$ cat config.mk
export PLATFORM = sky130hd
export DESIGN_NAME = bph_div
export DESIGN_NICKNAME = d
export VERILOG_FILES = /design/src/rtl/bph_pkg.sv /design/src/rtl/bph_div.sv
export SDC_FILE = /design/constraint.sdc
export NUM_CORES = 1
export LEC_CHECK = 0
export BUFFER_PORTS_ARGS = -buffer_cell sky130_fd_sc_hd__buf_2
export CAP_MARGIN = 20
export CORE_UTILIZATION = 57
export CTS_BUF_LIST = sky130_fd_sc_hd__clkbuf_8 sky130_fd_sc_hd__clkbuf_16
export DETAILED_ROUTE_END_ITERATION = 16
export HOLD_SLACK_MARGIN = 0.15
export PLACE_DENSITY_LB_ADDON = 0.08
export SLEW_MARGIN = 20
export SYNTH_ARGS = -nofsm -noshare
export SYNTH_HDL_FRONTEND = slang
export SYNTH_SLANG_ARGS = --single-unit
$ cat constraint.sdc
create_clock -name clk -period 3.75 [get_ports clk]
set_input_delay 0.75 -clock clk [delete_from_list [all_inputs] [get_ports clk]]
set_output_delay 0.75 -clock clk [all_outputs]
set_load 0.005 [all_outputs]
$ cat src/rtl/bph_pkg.sv
package bph_pkg;

    localparam int MAX_WIDTH  = 512;
    localparam int MAX_HEIGHT = 512;
    localparam int ADDR_W     = $clog2(MAX_WIDTH);
    localparam int COUNT_W    = 10;
    localparam int LEVEL_W    = 16;
    localparam int STEP_W     = $clog2(LEVEL_W);
    localparam int SUM_W      = 25;
    localparam int DIVN_W     = COUNT_W + LEVEL_W;
    localparam logic [COUNT_W-1:0] COUNT_MAX = 10'd1023;
    localparam logic [STEP_W-1:0]  STEP_LAST = STEP_W'(LEVEL_W - 1);

    typedef enum logic [1:0] {
        CMD_PIXEL    = 2'd0,
        CMD_READ_COL = 2'd1,
        CMD_READ_ROW = 2'd2,
        CMD_NONE     = 2'd3
    } cmd_t;

    localparam logic [1:0] REG_FRAME_WIDTH  = 2'd0;
    localparam logic [1:0] REG_FRAME_HEIGHT = 2'd1;
    localparam logic [1:0] REG_FULL_SCALE   = 2'd2;
    localparam logic [1:0] REG_WHITE_LEVEL  = 2'd3;

    typedef enum logic [3:0] {
        ST_IDLE,
        ST_PIX,
        ST_PK_RD,
        ST_PK_CMP,
        ST_LV_RD,
        ST_LV_GET,
        ST_LV_DIV,
        ST_LV_USE,
        ST_MEAN_DIV,
        ST_MEAN_WAIT,
        ST_DONE
    } state_t;

    typedef enum logic [1:0] {
        PH_SUM,
        PH_CNT,
        PH_READ
    } phase_t;

endpackage

$ cat src/rtl/bph_div.sv
module bph_div
    import bph_pkg::*;
(
    input  logic                clk,
    input  logic                rst_n,
    input  logic                start,
    input  logic [DIVN_W-1:0]   num,
    input  logic [COUNT_W-1:0]  den,
    output logic                done,
    output logic [LEVEL_W-1:0]  quo
);

    logic                          busy_reg, busy_next;
    logic                          done_reg, done_next;
    logic [STEP_W-1:0]             step_reg, step_next;
    logic [COUNT_W-1:0]            rem_reg, rem_next;
    logic [LEVEL_W-1:0]            lo_reg, lo_next;
    logic [COUNT_W-1:0]            den_reg, den_next;
    logic [COUNT_W:0]              trial;
    logic [COUNT_W:0]              diff;
    logic                          ge;

    // One quotient bit per cycle; the dividend high part is below den.
    always_comb
    begin
        trial     = {rem_reg, lo_reg[LEVEL_W-1]};
        ge        = (trial >= {1'b0, den_reg});
        diff      = trial - {1'b0, den_reg};
        busy_next = busy_reg;
        done_next = 1'b0;
        step_next = step_reg;
        rem_next  = rem_reg;
        lo_next   = lo_reg;
        den_next  = den_reg;
        if (start)
        begin
            busy_next = 1'b1;
            step_next = '0;
            rem_next  = num[DIVN_W-1:LEVEL_W];
            lo_next   = num[LEVEL_W-1:0];
            den_next  = den;
        end
        else if (busy_reg)
        begin
            rem_next  = ge ? diff[COUNT_W-1:0] : trial[COUNT_W-1:0];
            lo_next   = {lo_reg[LEVEL_W-2:0], ge};
            step_next = step_reg + 1'b1;
            if (step_reg == STEP_LAST)
            begin
                busy_next = 1'b0;
                done_next = 1'b1;
            end
        end
    end

    always_ff @(posedge clk or negedge rst_n)
    begin
        if (!rst_n)
        begin
            busy_reg <= 1'b0;
            done_reg <= 1'b0;
            step_reg <= '0;
        end
        else
        begin
            busy_reg <= busy_next;
            done_reg <= done_next;
            step_reg <= step_next;
        end
    end

    always_ff @(posedge clk)
    begin
        rem_reg <= rem_next;
        lo_reg  <= lo_next;
        den_reg <= den_next;
    end

    assign done = done_reg;
    assign quo  = lo_reg;

    a_div_range: assert property (@(posedge clk) disable iff (!rst_n)
        start |-> (num[DIVN_W-1:LEVEL_W] < den))
        else $error("divider quotient would overflow");

    a_div_idle_start: assert property (@(posedge clk) disable iff (!rst_n)
        busy_reg |-> !start)
        else $error("divider restarted while busy");

    a_div_done_pulse: assert property (@(posedge clk) disable iff (!rst_n)
        done |-> !busy_reg && $past(busy_reg))
        else $error("divider done without a run");

endmodule

==> results of run 1 <==
==> path summary, 6_finish.rpt <==
check | startpoint | to | slack, ns
worst min register to register | step_reg[3] | step_reg[3] | 0.56
max in group asynchronous | rst_n | step_reg[2] | 3.34
min in group clk | step_reg[3] | step_reg[3] | 0.56
worst max-delay path | rem_reg[5] | rem_reg[1] | 1.09
worst min-delay path | rst_n | step_reg[1] | 0.27
worst max register to register | rem_reg[5] | rem_reg[1] | 1.09
==> kinds of logic after synthesis <==
family	share of synthesized area [%]
and+or+nand+nor	9.53
DFF	54.8
AOI/OAI and AO/OA	10.6
buffers and inverters	4.18
muxes	10.3
adders and majority gates	7.02
xor gates and xnor gates	3.51
==> layer usage <==
metal,vias up,track usage (%),part of all wire [%]
met5,-,0,0
met4,0,6.94,1.5
met3,6,6.69,6.1
met2,49,34.0,49
met1,704,25.7,43
li1,782,-,-
==> cell type report <==
| cell class | instances | area, µm² | area share (%) |
|---|---|---|---|
| Clock buffer | 5 | 68.8 | 2.60 |
| Clock inverter | 3 | 37.5 | 1.42 |
| Inverter | 13 | 48.8 | 1.84 |
| Multi-Input combinational cell | 118 | 921 | 34.7 |
| Sequential cell | 42 | 1230 | 46.5 |
| Tap cell | 48 | 60.1 | 2.27 |
| Timing Repair Buffer | 56 | 283 | 10.7 |
==> metrics by stage <==
| step | std cells | hold WS [ns] |
|---|---|---|
| 4_1_cts | 285 | 0.265 |
| 3_5_place_dp | 277 | 0.542 |
| 3_3_place_gp | 277 | 0.525 |
| 5_1_grt | 285 | 0.260 |
| 6_report | 285 | 0.272 |
| 2_1_floorplan | 181 | 0.454 |
==> cells in the final DEF, fill, tap and decap left out, types with 4 or more instances in the layout <==
master	n
buf_2	55
edfxtp_1	36
mux2_2	17
inv_1	15
nor2_1	11
ha_1	11
nand2_1	9
a21oi_1	8
xor2_1	7
dfrtp_1	6
o21ai_0	5
nor3_1	5
nand3b_1	5
clkbuf_8	5
mux2i_1	4
==> worst register-to-register path, delay by kind of cell (launching register included) <==
family          cells  cell delay (ns)
compound gates      4             1.22
fa+ha+maj           1             0.38
flops               1             0.39
mux                 2             0.44
==> report_power, final <==
group	internal, mW	total (mW)	switching [mW]
combinational	0.282	0.627	0.345
sequential	0.626	0.676	0.0498
clock	0.194	0.339	0.145
==> results.md, run 1 <==
* Status: finished, final reports clean
* Post-CTS Resized at 0
* Seq/Total Area, Yosys at between 50 and 60%
* Most area-consuming cells after synthesis: edfxtp_1, mux2_2, dfrtp_1
* Post-synthesis cell type count at 38
* Mean Syn Cell Area at approximately 12 µm²
* CP bufs+invs at 0
* Detailed-route via count at around 1.5k
* Crit-path cells: ha_1, a21o_1, a211o_1, o21ai_2, a41o_1, mux2i_1, mux2_2
* Count leader, synth: edfxtp_1
* Worst R2R Path Depth at 7
* CTS tree: done
* DP Area at about 0.0025 mm²
* Post-DP HPWL at between 2000 and 3000 µm
* GRT Total Usage at about a fifth
* Fraction of layout cells with a size suffix above 1 at approximately a third
* Levels on crit path at 7
* H-Tree Depth at 2
* Final worst setup slack at 1.09 ns
* CTS Buf Count at 5
* Total setup buffers inserted after CTS at 0
* Post-route clock period utilization at slightly above 70%
* Number of synthesized flops with an enable pin at 36
* Filler instances at ~310
* Rows at 22
* Least-Margin Pin Slew at 0.639 ns
* DR iter-0 viols at 101
* FMAX at ~0.38 GHz
* Cell class contributing the biggest share of worst-path delay: compound AO/OA/AOI/OAI gates
* Clk_skew at a little under 0.007 ns
* IO Port Bufs at 55
* Core area at 0.00372 mm²
* Initial DRT Pass Iterations at 4
* DRC viols at 0
* First-pass GRT wire length at 6540 µm
* Crit path time final at about 2.7 ns
* Ports at 56
* Required @ worst endpoint at between 3 and 4 ns
* Final hold violations at 0
* Die area at between 0.004 and 0.005 mm²
* Slowest-stage cell, CP: a41o_1
* Post-DR vias/cell at about 5.4
* Area Overhead vs Synth at 18.0%
* Maximum VDD drop at between 300 and 400 µV
* Synth Net Count at 232
* Max FFs per register at 16
* Max cap viols at 0
* Antenna Cells at 0
* #FFs+latches synth at 42
* CTS clk-pin slew, worst paths at 0.08 ns
* Relative slew margins at a little under three fifths
* Vias in the first global route at 1539
* ANT nets after route at 0
* RSZ-0062 raised after global routing: no
* Worst Path Arrival at between 2 and 3 ns
* Post-Layout Inst Area at 0.00265 mm²
* Hold crit path type: in2async
* FFs w/ async S/R, synth at approximately 14%
* Synthesis Warnings at 0
* Final Setup Violations at 0
* Max clock buf depth at 2
* Antenna violations before repair at 0
* Die Ht at 64.8 µm
* Leak Pwr at 1.18 nW
* Synth top area share at between 40 and 50%
* Chip width at 64.8 µm
* Initial Utilization at about three fifths
* GP Congestion at roughly 0.9
* Clock sinks at 42
* Commonest cells post-synth: edfxtp_1, mux2_2, inv_1
* Crit-path max cell delay at about 0.58 ns
* Worst-skew pair later-pin latency at roughly 0.29 ns
* Clk Tree Root Cell: clkbuf_8
* Overflow after GRT at 0
* Synth area leader: edfxtp_1
* WL final at 3940 µm
* DP Worst Slack at approximately 1.1 ns
* Pwr Total at 1.64 mW
* Startpoint types: flip-flop
* Largest net degree at the start of global routing at 36
* Slew Limit Fails at 0
* Ys flop type: edfxtp_1
* Post-route setup TNS at 0 ns
* Fin util at a little under three quarters
* Nets@finish at between 200 and 300
* Hold buffer count at CTS at 0
* Crit path capture type: flip-flop
* Netlist Area Pre-Place at 0.00225 mm²
* WS Path Type: reg2reg
* WL per Instance at about 14 µm
* PD cells at 620 mW/mm²
* Crit path max fanout at 16
* Post-synthesis cell count at roughly 180
(Power assumes the default switching activity.)
==> run 2: changes to the inputs <==
--- a/config.mk
+++ b/config.mk
@@ -7,7 +7,7 @@
 export LEC_CHECK = 0
 export BUFFER_PORTS_ARGS = -buffer_cell sky130_fd_sc_hd__buf_2
 export CAP_MARGIN = 20
-export CORE_UTILIZATION = 57
+export CORE_UTILIZATION = 48
 export CTS_BUF_LIST = sky130_fd_sc_hd__clkbuf_8 sky130_fd_sc_hd__clkbuf_16
 export DETAILED_ROUTE_END_ITERATION = 16
 export HOLD_SLACK_MARGIN = 0.15
==> constraint.sdc (replaced) <==
create_clock -name clk -period 2.3 [get_ports clk]
set_input_delay 0.46 -clock clk [delete_from_list [all_inputs] [get_ports clk]]
set_output_delay 0.46 -clock clk [all_outputs]
set_load 0.005 [all_outputs]
==> run 2 against run 1 <==
Worst setup slack got worse by 1.0 ns. Count of clock-buffer cells in the layout did not move. Sequential power rose by 64%. Highest routed layer unchanged. Critical path type unchanged. Design area increased by 7.1%. Wire length up 21%. Combinational power is 120% higher.
==> results.md, run 2 (same netlist as run 1, synthesis figures left out) <==
* Max clock buf depth at 2
* Sequential Power Share at 37.5%
* Commonest non-fill, non-tap cell in the layout: buf_2
* WS Path Type: reg2reg
* Psw at ~1.1 mW
* Leak Pwr at between 1 and 1.5 nW
* CTS tree: done
* Clk Tree Root Cell: clkbuf_8
* Worst Path Arrival at approximately 2.3 ns
* Post-Layout Inst Area at ~0.0028 mm²
* Least-Margin Pin Slew at roughly 0.65 ns
* Overflow after GRT at 0
* Chip width at between 70 and 80 µm
* PD cells at approximately 1000 mW/mm²
* H-Tree Depth at 2
* Nets@finish at 301
* Final Setup Violations at 0
* Crit-path max cell delay at ~0.44 ns
* Crit path capture type: flip-flop
* Area Overhead vs Synth at 26.4%
* Hold crit path type: in2reg
* First-pass GRT wire length at ~7700 µm
* Crit path max fanout at 5
* Antenna Cells at 0
* Post-DR vias/cell at 5.50
* Maximum VDD drop at about 470 µV
* Clk_skew at ~0.0063 ns
* Filler instances at 367
* Worst-skew pair later-pin latency at slightly below 0.3 ns
* R2R Setup Slk at between 0.04 and 0.05 ns
* Antenna violations before repair at 0
* FMAX at 0.443 GHz
* Hold_ws at between 0.3 and 0.4 ns
* Final worst setup slack at approximately 0.042 ns
* Crit path capture: rem_reg[4]
* Crit path time final at between 2 and 2.5 ns
* Crit path from: rem_reg[0]
* Pwr Total at between 2 and 3 mW
* Commonest non-fill, non-tap cells in the layout: buf_2, edfxtp_1, mux2_2
* Vias in the first global route at approximately 1.7k
* WL per Instance at ~16 µm
* Post-route clock period utilization at 98.2%
* Ports at 56
* Initial DRT Pass Iterations at 4
* Die area at around 0.0050 mm²
* ANT nets after route at 0
* DP Worst Slack at -0.120 ns
* Sw frac at a little over a third
* Worst hold start: den[7]
* WL final at 4760 µm
* Clock sinks at 42
* Multi-input gate area at 0.00102 mm²
* Die Ht at 70.4 µm
* Clock power share at about 16%
* CTS clk-pin slew, worst paths at 0.08 ns
* Initial Utilization at 50.9%
* GP Congestion at ~0.87
* Fraction of layout cells with a size suffix above 1 at 44.2%
* Reg-to-reg endpoint: rem_reg[4]
* Max cap viols at 0
* Combinational share of power at between 40% and 50%
* Slew Limit Fails at 0
* Worst R2R Path Depth at 9
* Required @ worst endpoint at ~2.3 ns
* Crit-path cells: ha_4, or2b_1, a21oi_2, o21ai_2, a41o_4, buf_4, buf_4, nand3b_1, o211ai_1
* Final hold violations at 0
* DR iter-0 viols at 65
* Register Area at ~0.0012 mm²
* Max FFs per register at 16
* Worst R2R Start: rem_reg[0]
* Pint at approximately 1.9 mW
* DP Area at approximately 0.0026 mm²
* Core area at 0.00441 mm²
* Slowest-stage cell, CP: edfxtp_1
* GRT Total Usage at between 15 and 20%
* Rows at 24
* Relative slew margins at 56.3%
* Post-DP HPWL at approximately 3100 µm
* Detailed-route via count at around 1.7k
* Largest net degree at the start of global routing at 39
* IO Port Bufs at 55
* CTS Buf Count at 5
* Startpoint types: flip-flop
* DRC viols at 0
* Most Frequent Cell on Critical Path: buf_4
* Status: finished, final reports clean
## run 2: cell types whose count changed in the layout (fill, tap and decap cells not counted), moves of 2 or more
cell	change
ha_4	+2
ha_1	-6
ha_2	+4
o311ai_0	-2
buf_4	+11
a21oi_2	+2
a21oi_1	-2
## run 2: timing repair
action	4_1_cts	5_1_grt
endpoints found under the hold margin	6	0
gates cloned	0	1
resized for setup	6	13
pin swaps	1	6
buffers inserted	0	3
hold buffers	1	0
setup endpoints to repair	9	6
## run 2: layout make-up
| class | instances | share of cell area, % |
|---|---|---|
| flip-flops and latches | 42 | 43.4 |
| multi-input cells | 119 | 35.9 |
| repair buffers | 69 | 13.6 |
| clock buffers | 5 | 2.43 |
| well taps | 52 | 2.29 |
| inverters | 13 | 1.72 |
| clock inverters | 3 | 0.617 |
## run 2: worst min path at each step
stage | end | slack, ns | cells after the start
2_1_floorplan | busy_reg | 0.16 | 0
3_3_place_gp | step_reg[1] | 0.28 | 1
3_5_place_dp | step_reg[1] | 0.29 | 1
4_1_cts | den_reg[2] | 0.33 | 1
5_1_grt | den_reg[3] | 0.33 | 1
6_report | den_reg[7] | 0.34 | 1
## run 2: layer usage
metal  vias to the layer above  share of wire, %  GRT usage (%)
met1                       797                42           23.5
met5                         -                 0              0
met3                         8               4.6           5.34
li1                        811                 -              -
met4                         0               1.5           6.00
met2                        52                52           33.8
## run 2: metrics by stage
stage	setup TNS [ns]	cells	util, %
floorplan	0	181	-
global placement	-0.138	290	59.3
detailed placement	-0.651	290	59.3
CTS	0	299	62.0
global route	-0.0109	303	64.3
finish	0	303	64.3
## run 2: worst max-delay path: cells and delay by family, from the launching register on
family / cells / cell delay [ns]
AND/OR/NAND/NOR: 2 / 0.33
buffers and inverters: 2 / 0.27
AO/OA/AOI/OAI: 4 / 0.67
flip-flops: 1 / 0.44
adder cells (fa/ha/maj): 1 / 0.29
## run 2: power by group through the flow
stage	registers (mW)	logic, mW	clock network [mW]
after global placement	1.11	1.09	0
after CTS	1.10	1.18	0.476
final	1.11	1.39	0.463
after global routing	1.13	1.50	0.505
after detailed placement	1.12	1.12	0
after floorplan	1.10	0.840	0
==> run 3: changes to the inputs <==
--- a/config.mk
+++ b/config.mk
@@ -7,9 +7,10 @@
 export LEC_CHECK = 0
 export BUFFER_PORTS_ARGS = -buffer_cell sky130_fd_sc_hd__buf_2
 export CAP_MARGIN = 20
-export CORE_UTILIZATION = 48
+export CORE_UTILIZATION = 57
 export CTS_BUF_LIST = sky130_fd_sc_hd__clkbuf_8 sky130_fd_sc_hd__clkbuf_16
 export DETAILED_ROUTE_END_ITERATION = 16
+export GPL_ROUTABILITY_DRIVEN = 0
 export HOLD_SLACK_MARGIN = 0.15
 export PLACE_DENSITY_LB_ADDON = 0.08
 export SLEW_MARGIN = 20
==> constraint.sdc (replaced) <==
create_clock -name clk -period 2.67 [get_ports clk]
set_input_delay 0.534 -clock clk [delete_from_list [all_inputs] [get_ports clk]]
set_output_delay 0.534 -clock clk [all_outputs]
set_load 0.005 [all_outputs]
==> run 3 against run 2 <==
Critical path depth is 3 lower. Worst setup slack better by 0.17 ns. Via count is 3.4% lower. Global-route usage is 2.7 points higher. Sequential power is 14% lower. Critical endpoint is now rem_reg[2]. Die area is 15% lower. Utilization is 7.4 points higher.
==> results.md, run 3 (same netlist as run 1, synthesis figures left out) <==
* Overflow after GRT at 0
* Max clock buf depth at 2
* Slew Limit Fails at 0
* CTS clk-pin slew, worst paths at ~0.080 ns
* Maximum VDD drop at between 400 and 500 µV
* Post-DR vias/cell at approximately 5.6
* Crit path time final at 2.45 ns
* Hold_ws at 0.408 ns
* Startpoint types: flip-flop
* Final Setup Violations at 0
* Post-route clock period utilization at approximately 92%
* Ports at 56
* Least-Margin Pin Slew at roughly 0.64 ns
* PD cells at a little under 900 mW/mm²
* Crit path from: rem_reg[3]
* CTS tree: done
* Post-route setup TNS at 0 ns
* Worst Path Arrival at 2.48 ns
* RSZ-0062 raised after global routing: no
* Crit path capture type: flip-flop
* Largest net degree at the start of global routing at 57
* Die Ht at approximately 65 µm
* DP Worst Slack at 0.146 ns
* Antenna Cells at 0
* Initial DRT Pass Iterations at 4
* Clock power share at a little under a fifth
* Worst R2R Path Depth at 6
* Rows at 22
* Antenna violations before repair at 0
* Max FFs per register at 16
* Crit path max fanout at 12
* WL final at 4240 µm
* Nets@finish at between 200 and 300
* Vias in the first global route at between 1.5k and 2k
* Die area at 0.00420 mm²
* Commonest non-fill, non-tap cell in the layout: buf_2
* R2R Setup Slk at 0.22 ns
* Detailed-route via count at about 1.6k
* Status: finished, final reports clean
* Reg-to-reg endpoint: rem_reg[2]
* FMAX at ~0.4 GHz
* Relative slew margins at 57.3%
* DRC viols at 0
* Psw at about 800 µW
* Chip width at approximately 65 µm
* DP Area at 0.00255 mm²
* WL per Instance at between 10 and 15 µm
* Sequential Power Share at between 40% and 50%
* DR iter-0 viols at 93
* WS Path Type: reg2reg
* Clk_skew at between 0.009 and 0.01 ns
* Fin util at 71.7%
* Required @ worst endpoint at around 2.7 ns
* Max cap viols at 0
* Crit path capture: rem_reg[2]
* Worst R2R Start: rem_reg[3]
* Sw frac at between 30% and 40%
* Final hold violations at 0
* Initial Utilization at 60.4%
* Clk Tree Root Cell: clkbuf_8
* Combinational share of power at 40.0%
* Area Overhead vs Synth at 18.6%
* Fraction of layout cells with a size suffix above 1 at approximately a third
* CTS Buf Count at 5
* Commonest non-fill, non-tap cells in the layout: buf_2, edfxtp_1, mux2_2
* IO Port Bufs at 55
* Post-DP HPWL at 3000 µm
* Core area at 0.00372 mm²
* Total setup buffers inserted after CTS at 0
* Hold crit path type: in2reg
* First-pass GRT wire length at between 6000 and 7000 µm
* ANT nets after route at 0
* Post-Layout Inst Area at around 0.0027 mm²
* GRT Total Usage at around 22%
* Pint at ~1.5 mW
* Leak Pwr at 1.18 nW
* Worst-skew pair later-pin latency at 0.29 ns
* H-Tree Depth at 2
* Clock sinks at 42
* Final worst setup slack at approximately 0.22 ns
[run 3: cell types whose count changed in the layout (fill, tap and decap cells not counted), sizes merged]
cell,before,now
inv,14,15
buf,68,57
a41o,2,1
clkinv,2,0
clkbuf,5,6
[run 3: worst max-delay path, stage by stage (launching register included)]
cell	delay [ns]
edfxtp_1	0.42
ha_1	0.43
o211ai_1	0.12
a21oi_1	0.23
o21ai_2	0.11
a41o_2	0.35
o311ai_0	0.52
[run 3: area by class of cell]
type                       count  area, µm²
timing repair buffer          58        300
multi-input combinational    118        922
clock buffer                   6       93.8
inverter                      13       48.8
sequential                    42       1230
tap                           48       60.1
clock inverter                 2       7.51
fill                         295       1050
[run 3: repair_timing]
action	4_1_cts	5_1_grt
endpoints found under the setup margin	0	2
hold buffers	1	0
endpoints found under the hold margin	6	0
resized for setup	0	1
[run 3: worst min-delay path by stage]
stage | startpoint | to | cells after the start
final | den[9] | den_reg[9] | 1
after global routing | den[7] | den_reg[7] | 1
after CTS | den[9] | den_reg[9] | 1
after detailed placement | rst_n | step_reg[0] | 1
after global placement | rst_n | step_reg[1] | 1
after floorplan | rst_n | busy_reg | 0
[run 3: power by group through the flow]
stage	clock, mW	combinational [mW]	sequential, mW
6_report	0.447	0.934	0.954
4_1_cts	0.457	0.918	0.954
3_5_place_dp	0	0.899	0.967
5_1_grt	0.481	1.01	0.971
3_3_place_gp	0	0.862	0.956
2_1_floorplan	0	0.723	0.951
[run 3: per-stage QoR]
step	power [mW]	cells
final	2.34	287
after global routing	2.47	287
after CTS	2.33	287
after detailed placement	1.87	278
after global placement	1.82	278
after floorplan	1.67	181
[run 3: layer usage]
metal / share of wire, % / routed length [µm] / track usage [%] / vias up
met4: 3.0 / 125 / 10.6 / 0
met5: 0 / 0 / 0 / -
met1: 42 / 1780 / 26.9 / 755
met2: 50 / 2120 / 37.0 / 52
li1: - / - / - / 788
met3: 5.0 / 213 / 5.28 / 16
